$ cat src/rtl/u8dec_pkg.sv
// shared types and constants for the utf-8 to utf-32/utf-16 decoder
// no dependencies

package u8dec_pkg;

  localparam int CpW = 31;
  localparam int UnitW = 16;

  // config register values
  localparam logic FMT_UTF32 = 1'b0;
  localparam logic FMT_UTF16 = 1'b1;

  localparam logic [CpW-1:0] BMP_MAX = CpW'(32'h0000_FFFF);
  localparam logic [CpW-1:0] SUPP_BASE = CpW'(32'h0001_0000);
  localparam logic [UnitW-1:0] HI_SURR = 16'hD800;
  localparam logic [UnitW-1:0] LO_SURR = 16'hDC00;

  typedef struct packed {
    logic [7:0] data_byte;
    logic       string_start;
  } in_item_t;

  typedef struct packed {
    logic [CpW-1:0] code_unit;
    logic           last_unit;
  } out_item_t;

endpackage

$ cat src/rtl/u8dec_front.sv
// front end: takes one byte per transfer, gathers the code point
// and pushes each completed code point to the queue; uses u8dec_pkg

module u8dec_front
  import u8dec_pkg::*;
(
  input  logic           clk,
  input  logic           rst_n,
  input  logic           in_valid,
  output logic           in_ready,
  input  in_item_t       in_data,
  input  logic           q_full,
  output logic           q_push,
  output logic [CpW-1:0] q_cp
);

  logic [CpW-1:0] part_r, part_nxt, part_eff;
  logic [2:0]     pend_r, pend_nxt, pend_eff;
  logic           emit;
  logic           accept;
  logic [7:0]     b;

  assign in_ready = !q_full;
  assign accept   = in_valid && in_ready;
  assign b        = in_data.data_byte;

  always_comb begin
    // string start drops whatever was pending
    part_eff = in_data.string_start ? '0 : part_r;
    pend_eff = in_data.string_start ? '0 : pend_r;
    part_nxt = part_eff;
    pend_nxt = pend_eff;
    emit     = 1'b0;
    q_cp     = '0;
    if (pend_eff != 3'd0) begin
      // any byte counts as a continuation here
      q_cp     = {part_eff[CpW-7:0], b[5:0]};
      pend_nxt = pend_eff - 3'd1;
      if (pend_nxt == 3'd0) begin
        emit     = 1'b1;
        part_nxt = '0;
      end else begin
        part_nxt = q_cp;
      end
    end else begin
      case (b) inside
        [8'h00:8'h7F]: begin
          emit = 1'b1;
          q_cp = CpW'(b);
        end
        [8'h80:8'hDF]: begin
          part_nxt = CpW'(b[4:0]);
          pend_nxt = 3'd1;
        end
        [8'hE0:8'hEF]: begin
          part_nxt = CpW'(b[3:0]);
          pend_nxt = 3'd2;
        end
        [8'hF0:8'hF7]: begin
          part_nxt = CpW'(b[2:0]);
          pend_nxt = 3'd3;
        end
        [8'hF8:8'hFB]: begin
          part_nxt = CpW'(b[1:0]);
          pend_nxt = 3'd4;
        end
        [8'hFC:8'hFD]: begin
          part_nxt = CpW'(b[0]);
          pend_nxt = 3'd5;
        end
        default: begin
          // 0xfe and 0xff are skipped
          part_nxt = part_eff;
          pend_nxt = pend_eff;
        end
      endcase
    end
  end

  assign q_push = accept && emit;

  always_ff @(posedge clk) begin
    if (!rst_n) begin
      part_r <= '0;
      pend_r <= '0;
    end else if (accept) begin
      part_r <= part_nxt;
      pend_r <= pend_nxt;
    end
  end

  a_pend_range: assert property (@(posedge clk) disable iff (!rst_n)
    pend_r <= 3'd5)
    else $error("pending count out of range");

endmodule

$ cat src/rtl/u8dec_fifo.sv
// short queue of completed code points between front and back end
// uses u8dec_pkg for the code point width

module u8dec_fifo
  import u8dec_pkg::*;
#(
  parameter int DEPTH = 4
) (
  input  logic           clk,
  input  logic           rst_n,
  input  logic           push,
  input  logic [CpW-1:0] push_cp,
  output logic           full,
  input  logic           pop,
  output logic           not_empty,
  output logic [CpW-1:0] head_cp
);

  localparam int AW = (DEPTH > 1) ? $clog2(DEPTH) : 1;
  localparam int CW = $clog2(DEPTH + 1);

  logic [CpW-1:0] mem_r [DEPTH];
  logic [AW-1:0]  wr_ptr_r, wr_ptr_nxt, rd_ptr_r, rd_ptr_nxt;
  logic [CW-1:0]  cnt_r, cnt_nxt;

  assign full      = (cnt_r == CW'(DEPTH));
  assign not_empty = (cnt_r != '0);
  assign head_cp   = mem_r[rd_ptr_r];

  always_comb begin
    wr_ptr_nxt = wr_ptr_r;
    rd_ptr_nxt = rd_ptr_r;
    cnt_nxt    = cnt_r;
    if (push) begin
      wr_ptr_nxt = (wr_ptr_r == AW'(DEPTH - 1)) ? '0 : wr_ptr_r + AW'(1);
    end
    if (pop) begin
      rd_ptr_nxt = (rd_ptr_r == AW'(DEPTH - 1)) ? '0 : rd_ptr_r + AW'(1);
    end
    if (push && !pop) begin
      cnt_nxt = cnt_r + CW'(1);
    end else if (pop && !push) begin
      cnt_nxt = cnt_r - CW'(1);
    end
  end

  always_ff @(posedge clk) begin
    if (!rst_n) begin
      wr_ptr_r <= '0;
      rd_ptr_r <= '0;
      cnt_r    <= '0;
    end else begin
      wr_ptr_r <= wr_ptr_nxt;
      rd_ptr_r <= rd_ptr_nxt;
      cnt_r    <= cnt_nxt;
    end
  end

  always_ff @(posedge clk) begin
    if (push) begin
      mem_r[wr_ptr_r] <= push_cp;
    end
  end

  a_no_overflow: assert property (@(posedge clk) disable iff (!rst_n)
    push |-> !full)
    else $error("push into full queue");

  a_no_underflow: assert property (@(posedge clk) disable iff (!rst_n)
    pop |-> not_empty)
    else $error("pop from empty queue");

endmodule

$ cat src/rtl/u8dec_back.sv
// back end: turns queued code points into utf-32 or utf-16 units,
// splitting supplementary points into surrogate pairs; uses u8dec_pkg

module u8dec_back
  import u8dec_pkg::*;
(
  input  logic           clk,
  input  logic           rst_n,
  input  logic           out_format,
  input  logic           q_not_empty,
  input  logic [CpW-1:0] q_cp,
  output logic           q_pop,
  output logic           out_valid,
  input  logic           out_ready,
  output out_item_t      out_data
);

  logic             out_valid_r, out_valid_nxt;
  out_item_t        out_data_r, out_data_nxt;
  logic             hold_r, hold_nxt;
  logic [UnitW-1:0] lo_r, lo_nxt;
  logic             load_en;
  logic             split;
  logic [CpW-1:0]   u;
  logic [UnitW-1:0] hi_unit, lo_unit;

  assign load_en = !out_valid_r || out_ready;
  assign split   = (out_format == FMT_UTF16) && (q_cp > BMP_MAX);
  assign u       = q_cp - SUPP_BASE;
  assign hi_unit = u[25:10] + HI_SURR;
  assign lo_unit = LO_SURR | UnitW'(u[9:0]);

  // the low half of a pair goes out before the queue is read again
  assign q_pop = load_en && !hold_r && q_not_empty;

  always_comb begin
    out_valid_nxt = out_valid_r;
    out_data_nxt  = out_data_r;
    hold_nxt      = hold_r;
    lo_nxt        = lo_r;
    if (load_en) begin
      if (hold_r) begin
        out_valid_nxt          = 1'b1;
        out_data_nxt.code_unit = CpW'(lo_r);
        out_data_nxt.last_unit = 1'b1;
        hold_nxt               = 1'b0;
      end else if (q_not_empty) begin
        out_valid_nxt = 1'b1;
        if (split) begin
          out_data_nxt.code_unit = CpW'(hi_unit);
          out_data_nxt.last_unit = 1'b0;
          hold_nxt               = 1'b1;
          lo_nxt                 = lo_unit;
        end else begin
          out_data_nxt.code_unit = q_cp;
          out_data_nxt.last_unit = 1'b1;
        end
      end else begin
        out_valid_nxt = 1'b0;
      end
    end
  end

  always_ff @(posedge clk) begin
    if (!rst_n) begin
      out_valid_r <= 1'b0;
      hold_r      <= 1'b0;
    end else begin
      out_valid_r <= out_valid_nxt;
      hold_r      <= hold_nxt;
    end
  end

  always_ff @(posedge clk) begin
    out_data_r <= out_data_nxt;
    lo_r       <= lo_nxt;
  end

  assign out_valid = out_valid_r;
  assign out_data  = out_data_r;

  a_hold_high_half: assert property (@(posedge clk) disable iff (!rst_n)
    hold_r |-> (out_valid_r && !out_data_r.last_unit))
    else $error("low surrogate held without high surrogate shown");

  a_not_last_pairs: assert property (@(posedge clk) disable iff (!rst_n)
    (out_valid_r && !out_data_r.last_unit) |-> hold_r)
    else $error("non-final unit without pending low surrogate");

endmodule

$ cat src/rtl/utf8_to_utf32_utf16_decoder.sv
// top level of the utf-8 to utf-32/utf-16 decoder
// instantiates u8dec_front, u8dec_fifo and u8dec_back; uses u8dec_pkg

// Accepts one UTF-8 byte per cycle while the queue is not full (legacy lead
// ranges up to six bytes, no validation, 0xFE/0xFF skipped) and emits code
// points as UTF-32, or as UTF-16 units when cfg_data wrote 1 (reset value). A
// completed code point is written into a QUEUE_DEPTH-entry queue and leaves
// through the output register. The output side sustains one unit per cycle
// while the receiver is ready. A supplementary code point in UTF-16 mode goes
// out as two units (high then low surrogate, last_unit 0 then 1), but
// it needs at least four input bytes, so with the receiver always ready the
// input never stalls; the input only stalls once the queue fills while the
// receiver holds off. Write the format only while idle.

module utf8_to_utf32_utf16_decoder
  import u8dec_pkg::*;
#(
  parameter int QUEUE_DEPTH = 4
) (
  input  logic      clk,
  input  logic      rst_n,
  input  logic      in_valid,
  output logic      in_ready,
  input  in_item_t  in_data,
  output logic      out_valid,
  input  logic      out_ready,
  output out_item_t out_data,
  input  logic      cfg_valid,
  output logic      cfg_ready,
  input  logic      cfg_data
);

  logic           fmt_r;
  logic           q_push, q_full, q_pop, q_not_empty;
  logic [CpW-1:0] q_push_cp, q_head_cp;

  assign cfg_ready = 1'b1;

  always_ff @(posedge clk) begin
    if (!rst_n) begin
      fmt_r <= FMT_UTF16;
    end else if (cfg_valid && cfg_ready) begin
      fmt_r <= cfg_data;
    end
  end

  u8dec_front u_front (
    .clk      (clk),
    .rst_n    (rst_n),
    .in_valid (in_valid),
    .in_ready (in_ready),
    .in_data  (in_data),
    .q_full   (q_full),
    .q_push   (q_push),
    .q_cp     (q_push_cp)
  );

  u8dec_fifo #(
    .DEPTH (QUEUE_DEPTH)
  ) u_fifo (
    .clk       (clk),
    .rst_n     (rst_n),
    .push      (q_push),
    .push_cp   (q_push_cp),
    .full      (q_full),
    .pop       (q_pop),
    .not_empty (q_not_empty),
    .head_cp   (q_head_cp)
  );

  u8dec_back u_back (
    .clk         (clk),
    .rst_n       (rst_n),
    .out_format  (fmt_r),
    .q_not_empty (q_not_empty),
    .q_cp        (q_head_cp),
    .q_pop       (q_pop),
    .out_valid   (out_valid),
    .out_ready   (out_ready),
    .out_data    (out_data)
  );

endmodule

$ cat config.mk
export PLATFORM = sky130hd
export DESIGN_NAME = utf8_to_utf32_utf16_decoder
export DESIGN_NICKNAME = d
export VERILOG_FILES = /design/src/rtl/u8dec_pkg.sv /design/src/rtl/u8dec_front.sv /design/src/rtl/u8dec_fifo.sv /design/src/rtl/u8dec_back.sv /design/src/rtl/utf8_to_utf32_utf16_decoder.sv
export SDC_FILE = /design/constraint.sdc
export NUM_CORES = 1
export LEC_CHECK = 0
export BUFFER_PORTS_ARGS = -buffer_cell sky130_fd_sc_hd__buf_2
export CAP_MARGIN = 10
export CORE_MARGIN = 3
export CORE_UTILIZATION = 60
export DETAILED_ROUTE_END_ITERATION = 16
export PLACE_DENSITY = 0.76
export SLEW_MARGIN = 20
export SYNTH_ARGS = -nofsm -noshare
export SYNTH_HDL_FRONTEND = slang
export SYNTH_HIERARCHICAL = 1
export SYNTH_SLANG_ARGS = --single-unit
export TNS_END_PERCENT = 50
$ cat constraint.sdc
create_clock -name clk -period 4.05 [get_ports clk]
set_clock_uncertainty 0.05 [all_clocks]
set_input_delay 0.81 -clock clk [delete_from_list [all_inputs] [get_ports clk]]
set_output_delay 0.81 -clock clk [all_outputs]
set_load 0.1 [all_outputs]
# Yosys cells after proc, flatten, opt, wreduce, memory -nomap -nowiden
# Memories as Yosys holds them, arrays and structs flattened. A register that Yosys moved wholly into a read port is not among the register bits.
# Index checks and enable logic that the tools add are counted.
[classes]
n_shift = 0
n_addsub = 7
multipliers = 0
n_reduce_logical = 26
mux = 38
n_div = 0
n_lt_le_gt_ge = 13
bitwise_logic = 1
eq_ne = 3
[op_table]
columns = ["op", "n"]
rows = [
  ["$mux 31", 10],
  ["$mux 32", 2],
  ["$ge 8x8->1 const B", 5],
  ["$le 8x8->1 const B", 5],
  ["$gt 31x16->1 const B", 1],
  ["$mux 3", 10],
  ["$sub 26x17->26 const B", 1],
  ["$add 16x16->16 const B", 1],
  ["$logic_and 1x1->1", 13],
  ["$mux 11", 1],
  ["$mux 1", 10],
  ["$ge 8x1->1 const B", 1],
  ["$le 8x7->1 const B", 1],
  ["$mux 2", 4],
  ["$mux 8", 1],
  ["$reduce_bool 3->1", 2],
  ["$sub 3x1->3 const B", 2],
  ["$logic_not 1->1", 5],
  ["$add 2x1->2 const B", 2],
  ["$eq 2x2->1 const B", 2],
  ["$reduce_and 4->1", 1],
  ["$reduce_bool 2->1", 2],
  ["$add 3x1->3 const B", 1],
  ["$eq 3x3->1 const B", 1],
  ["other kinds (4)", 4],
]
[totals]
output_inout_bits = 35
romBits = 0
reg_bits = 86
memories = 1
latchBits = 0
ram_bits = 124
in_bits = 15
[mem_list]
columns = ["name", "depth", "width", "rd", "rd_ports_with_merged_regs", "wr", "line_no", "text"]
rows = [
  ["u_fifo.mem_r", 4, 31, 1, 1, 1, "u8dec_fifo.sv:22", "logic [CpW-1:0] mem_r [DEPTH];"],
]

# Logic depth before layout (Yosys ltp)
[depth]
depth_word = 10
mapped_depth = 13
mapped_depth_nobuf = 12

# Hierarchy
# Netlist, hierarchy kept.
[modules_own_cells]
columns = ["mod", "seq_area_each_um2", "n_inst", "area_each_um2", "cells_per_inst"]
rows = [
  ["u8dec_fifo", 3903.7, 1, 4933.5, 205],
  ["u8dec_back", 1301.2, 1, 2185.8, 188],
  ["u8dec_front", 560.5, 1, 1516.5, 165],
  ["utf8_to_utf32_utf16_decoder", 20.0, 1, 45.0, 5],
]

# Worst setup path after synthesis
# Ideal clock, no wire load.
[synth_timing]
kind = "in2reg"
from = "input port in_data[0] (netlist name)"
to = "register u_fifo.cnt_r[2]"
arrival_time_ps = 3236
cell_stages = 13
setup_slack_ps = 689
path_buffers = 1
path_cell_list = "nor2b_1 > inv_1 > ha_1 > ha_1 > buf_6 > nand2_1 > and3_1 > ha_1 > inv_1 > fa_1 > xor2_1 > or3_1 > a21boi_0"
[synth_between]
elab_chain_len = 9
elab_cells_between_ends = 12
[synth_lines]
columns = ["element", "line_no", "text"]
rows = [
  ["from (decl)", "utf8_to_utf32_utf16_decoder.sv:24", "input in_item_t in_data,"],
  ["$mux 3 *", "u8dec_front.sv:30", "pend_eff = in_data.string_start ? '0 : pend_r;"],
  ["$sub 3x1->3", "u8dec_front.sv:38", "pend_nxt = pend_eff - 3'd1;"],
  ["$logic_not 3->1", "u8dec_front.sv:39", "if (pend_nxt == 3'd0) begin"],
  ["$mux 1", "u8dec_front.sv:39", ""],
  ["$mux 1 *", "u8dec_front.sv:35", "if (pend_eff != 3'd0) begin"],
  ["$logic_and 1x1->1 *", "u8dec_front.sv:80", "assign q_push = accept && emit;"],
  ["named net q_push", "utf8_to_utf32_utf16_decoder.sv:34", "logic q_push, q_full, q_pop, q_not_empty;"],
  ["$logic_not 1->1", "u8dec_fifo.sv:42", "end else if (pop && !push) begin"],
  ["$logic_and 1x1->1", "u8dec_fifo.sv:42", ""],
  ["$reduce_bool 2->1 (no source line)", "n/a", ""],
  ["to (signal assigned)", "u8dec_fifo.sv:55", "cnt_r <= cnt_nxt;"],
  ["to (decl)", "u8dec_fifo.sv:24", "logic [CW-1:0] cnt_r, cnt_nxt;"],
]
# Mark *: on every way through the listed nets, which the timed path passes. The rest lies on a longest branch.
# A chain may end at the register's enable or synchronous reset.

==> metrics.txt <==
# DRC=0; combinational family with the most area after synthesis=simple AND/OR/NAND/NOR gates; dpl hpwl=between 10 and 15 mm; CTS Buf Count=21; Worst-Margin Slew=just over 700 ps; top post-synthesis cells by area=edfxtp_1, dfxtp_1, mux4_2, and2_1, ha_1; fin cells=between 800 and 900; die area=15900 um^2; Root Driver=clkbuf_16; Post-CTS Setup Inserts=0; Area growth syn-to-layout=12.5%; Post-synth EDFFs=roughly 170; worst slack, placed=approximately 300 ps; H-tree depth=1; mux cell area share after synthesis=0.0914; RSZ-0062 raised after global routing=no; CTS-repair resized insts=0; post-synthesis cell count=around 560; Synth Area in XOR/XNOR=0.0121; Die Span X=roughly 130 um; post-synthesis compound-gate area fraction=0.0739; Post-Syn Area=about 8700 um^2; Worst Setup Start Kind=register; largest net degree at the start of global routing=33; most common cell in the synthesized netlist=edfxtp_1; Hold Crit Class=reg -> reg; adder-cell share of the synthesized area=0.0196; worst setup margin=roughly 420 ps; Max Freq=0.276 GHz; GRT Util Overall=0.216; Post-synth top cells=edfxtp_1, dfxtp_1, and2_1; post-route ant nets=0; FP Rows=between 40 and 50; Final GP Congestion=around 0.87; Arr. time, crit path=around 3800 ps; Syn Area/Cell=15.4 um^2; simple logic cell fraction of the synthesized area=0.104; Num Clock Sinks=roughly 210; WP data required=between 4000 and 5000 ps; Remaining Overflow, GRT=0; IO Pins=50; Synth area leader=edfxtp_1; PwrDens=between 800 and 900 nW/um^2; Worst VDD drop=roughly 0.34 mV; nets@finish=between 600 and 700; DRT iter0 DRCs=498; Synth Flop Type=edfxtp_1; Seq/Total Area, Yosys=0.666; clock latency on the worst-skew pair=around 490 ps; outcome=finished, final reports clean; Power, Total=between 7 and 8 mW; vias in the first global route=5074; Setup-failing EPs final=0; Initial Utilization=0.618; Pre-antenna DRT Iters=5; CTS tree=done; IO buf count=48; total number of vias=between 4000 and 5000; slew margin rel.=0.531; initial antenna violation count=0; number of distinct library cells after synthesis=between 60 and 70; share of cells above drive strength 1=0.234; area of the multi-input gates=between 2000 and 3000 um^2; Storage cell area=roughly 5800 um^2; WL final=17.0 mm; synth warn=6; asr flop ratio synth=0; core area=14000 um^2; largest fanout on the critical path=10; placed cell count=just under 800; wire length of the first global-routing pass=about 27 mm; Syn Nets=591; Worst-path clk slew=about 60 ps; Max Slew Vio Count=0; fill cell count=930; top cell type's share of synthesized area=0.574; maxcap violations=0; synthesis-stage register bit count=~210; Tmin final=3630 ps; clk buf depth=3; die span in y=126 um; leakage power=approximately 3.5 nW; hold buffers post-CTS=0; TNS Setup=0 ps; Fin. Hold Viols=0; Worst Setup End Kind=register; drt via density=6.10; ANT cells=0; Routed WL per cell=~21 um; critical setup path kind=reg -> reg; fin crit share=0.895
## layer usage
layer	routed length [um]	GRT usage
met5	0	0
met4	363	0.0650
met3	1180	0.0301
met2	8450	0.362
met1	7010	0.301
## per-stage QoR
stage / hold slack (ps) / utilization / area, um^2
floorplan: 390 / - / 8680
global placement: 410 / 0.644 / 9040
detailed placement: 408 / 0.644 / 9040
CTS: 427 / 0.696 / 9770
global route: 451 / 0.696 / 9770
finish: 429 / 0.696 / 9770
## placed cells by master, fill, tap and decap left out, drive strengths merged, types with 7 or more instances in the layout
| master | instances |
|---|---|
| mux2i | 8 |
| a22o | 18 |
| nand2 | 24 |
| mux4 | 31 |
| o211ai | 7 |
| nor2 | 28 |
| a21oi | 24 |
| o21ai | 12 |
| xnor2 | 7 |
| and2 | 36 |
| nor3 | 10 |
| edfxtp | 166 |
| nor2b | 11 |
| buf | 62 |
| nand4 | 8 |
| and3 | 14 |
| a31oi | 7 |
| clkbuf | 28 |
| ha | 12 |
| inv | 15 |
| dfxtp | 40 |
## worst max-delay path, cell delays in order (launching register included)
cell and delay, ps:
dfxtp_2 550, mux4_2 610, inv_1 150, ha_1 240, nand2b_1 130, nor4_1 410, xnor2_1 190, ha_1 230
nand2b_1 160, o211ai_1 100, nor3_1 250, xnor2_1 140, o211ai_1 90
## final cells by class
cell class              instances  area share
flip-flops and latches        206       0.592
multi-input cells             314       0.268
clock buffers                  28      0.0596
repair buffers                 62      0.0354
well taps                     180      0.0231
clock inverters                 8      0.0154
inverters                      15     0.00576
## worst paths after layout
path,start,end,slack (ps),depth (start not counted)
hold / removal,u_front/part_r[21],u_front/part_r[21],430,1
setup / recovery,register,u_back/out_data[16],420,12
hold reg to reg,u_front/part_r[21],u_front/part_r[21],430,1
setup reg to reg,register,u_back/out_data[16],420,12
## flip-flops by register name, summed over array words and instances (netlist names), named ones only
register / cells
u_fifo/mem_r: 124
fmt_r: 1
u_back/out_valid: 1
u_back/out_data: 32
u_fifo/wr_ptr_r: 2
u_back/hold_r: 1
u_fifo/cnt_r: 3
u_fifo/rd_ptr_r: 2
u_back/lo_r: 10
u_front/pend_r: 3
u_front/part_r: 25
## power breakdown
part | switching [mW] | internal (mW)
clock network | 0.755 | 1.26
logic | 2.27 | 0.755
registers | 0.121 | 2.75
total | 3.15 | 4.77
## cell families after synthesis
family,after synthesis
compound gates,88
xor+xnor,12
fa+ha+maj,13
buf+inv,43
flops,206
mux,40
other cells,1
simple gates,160
(Power assumes the default switching activity.)
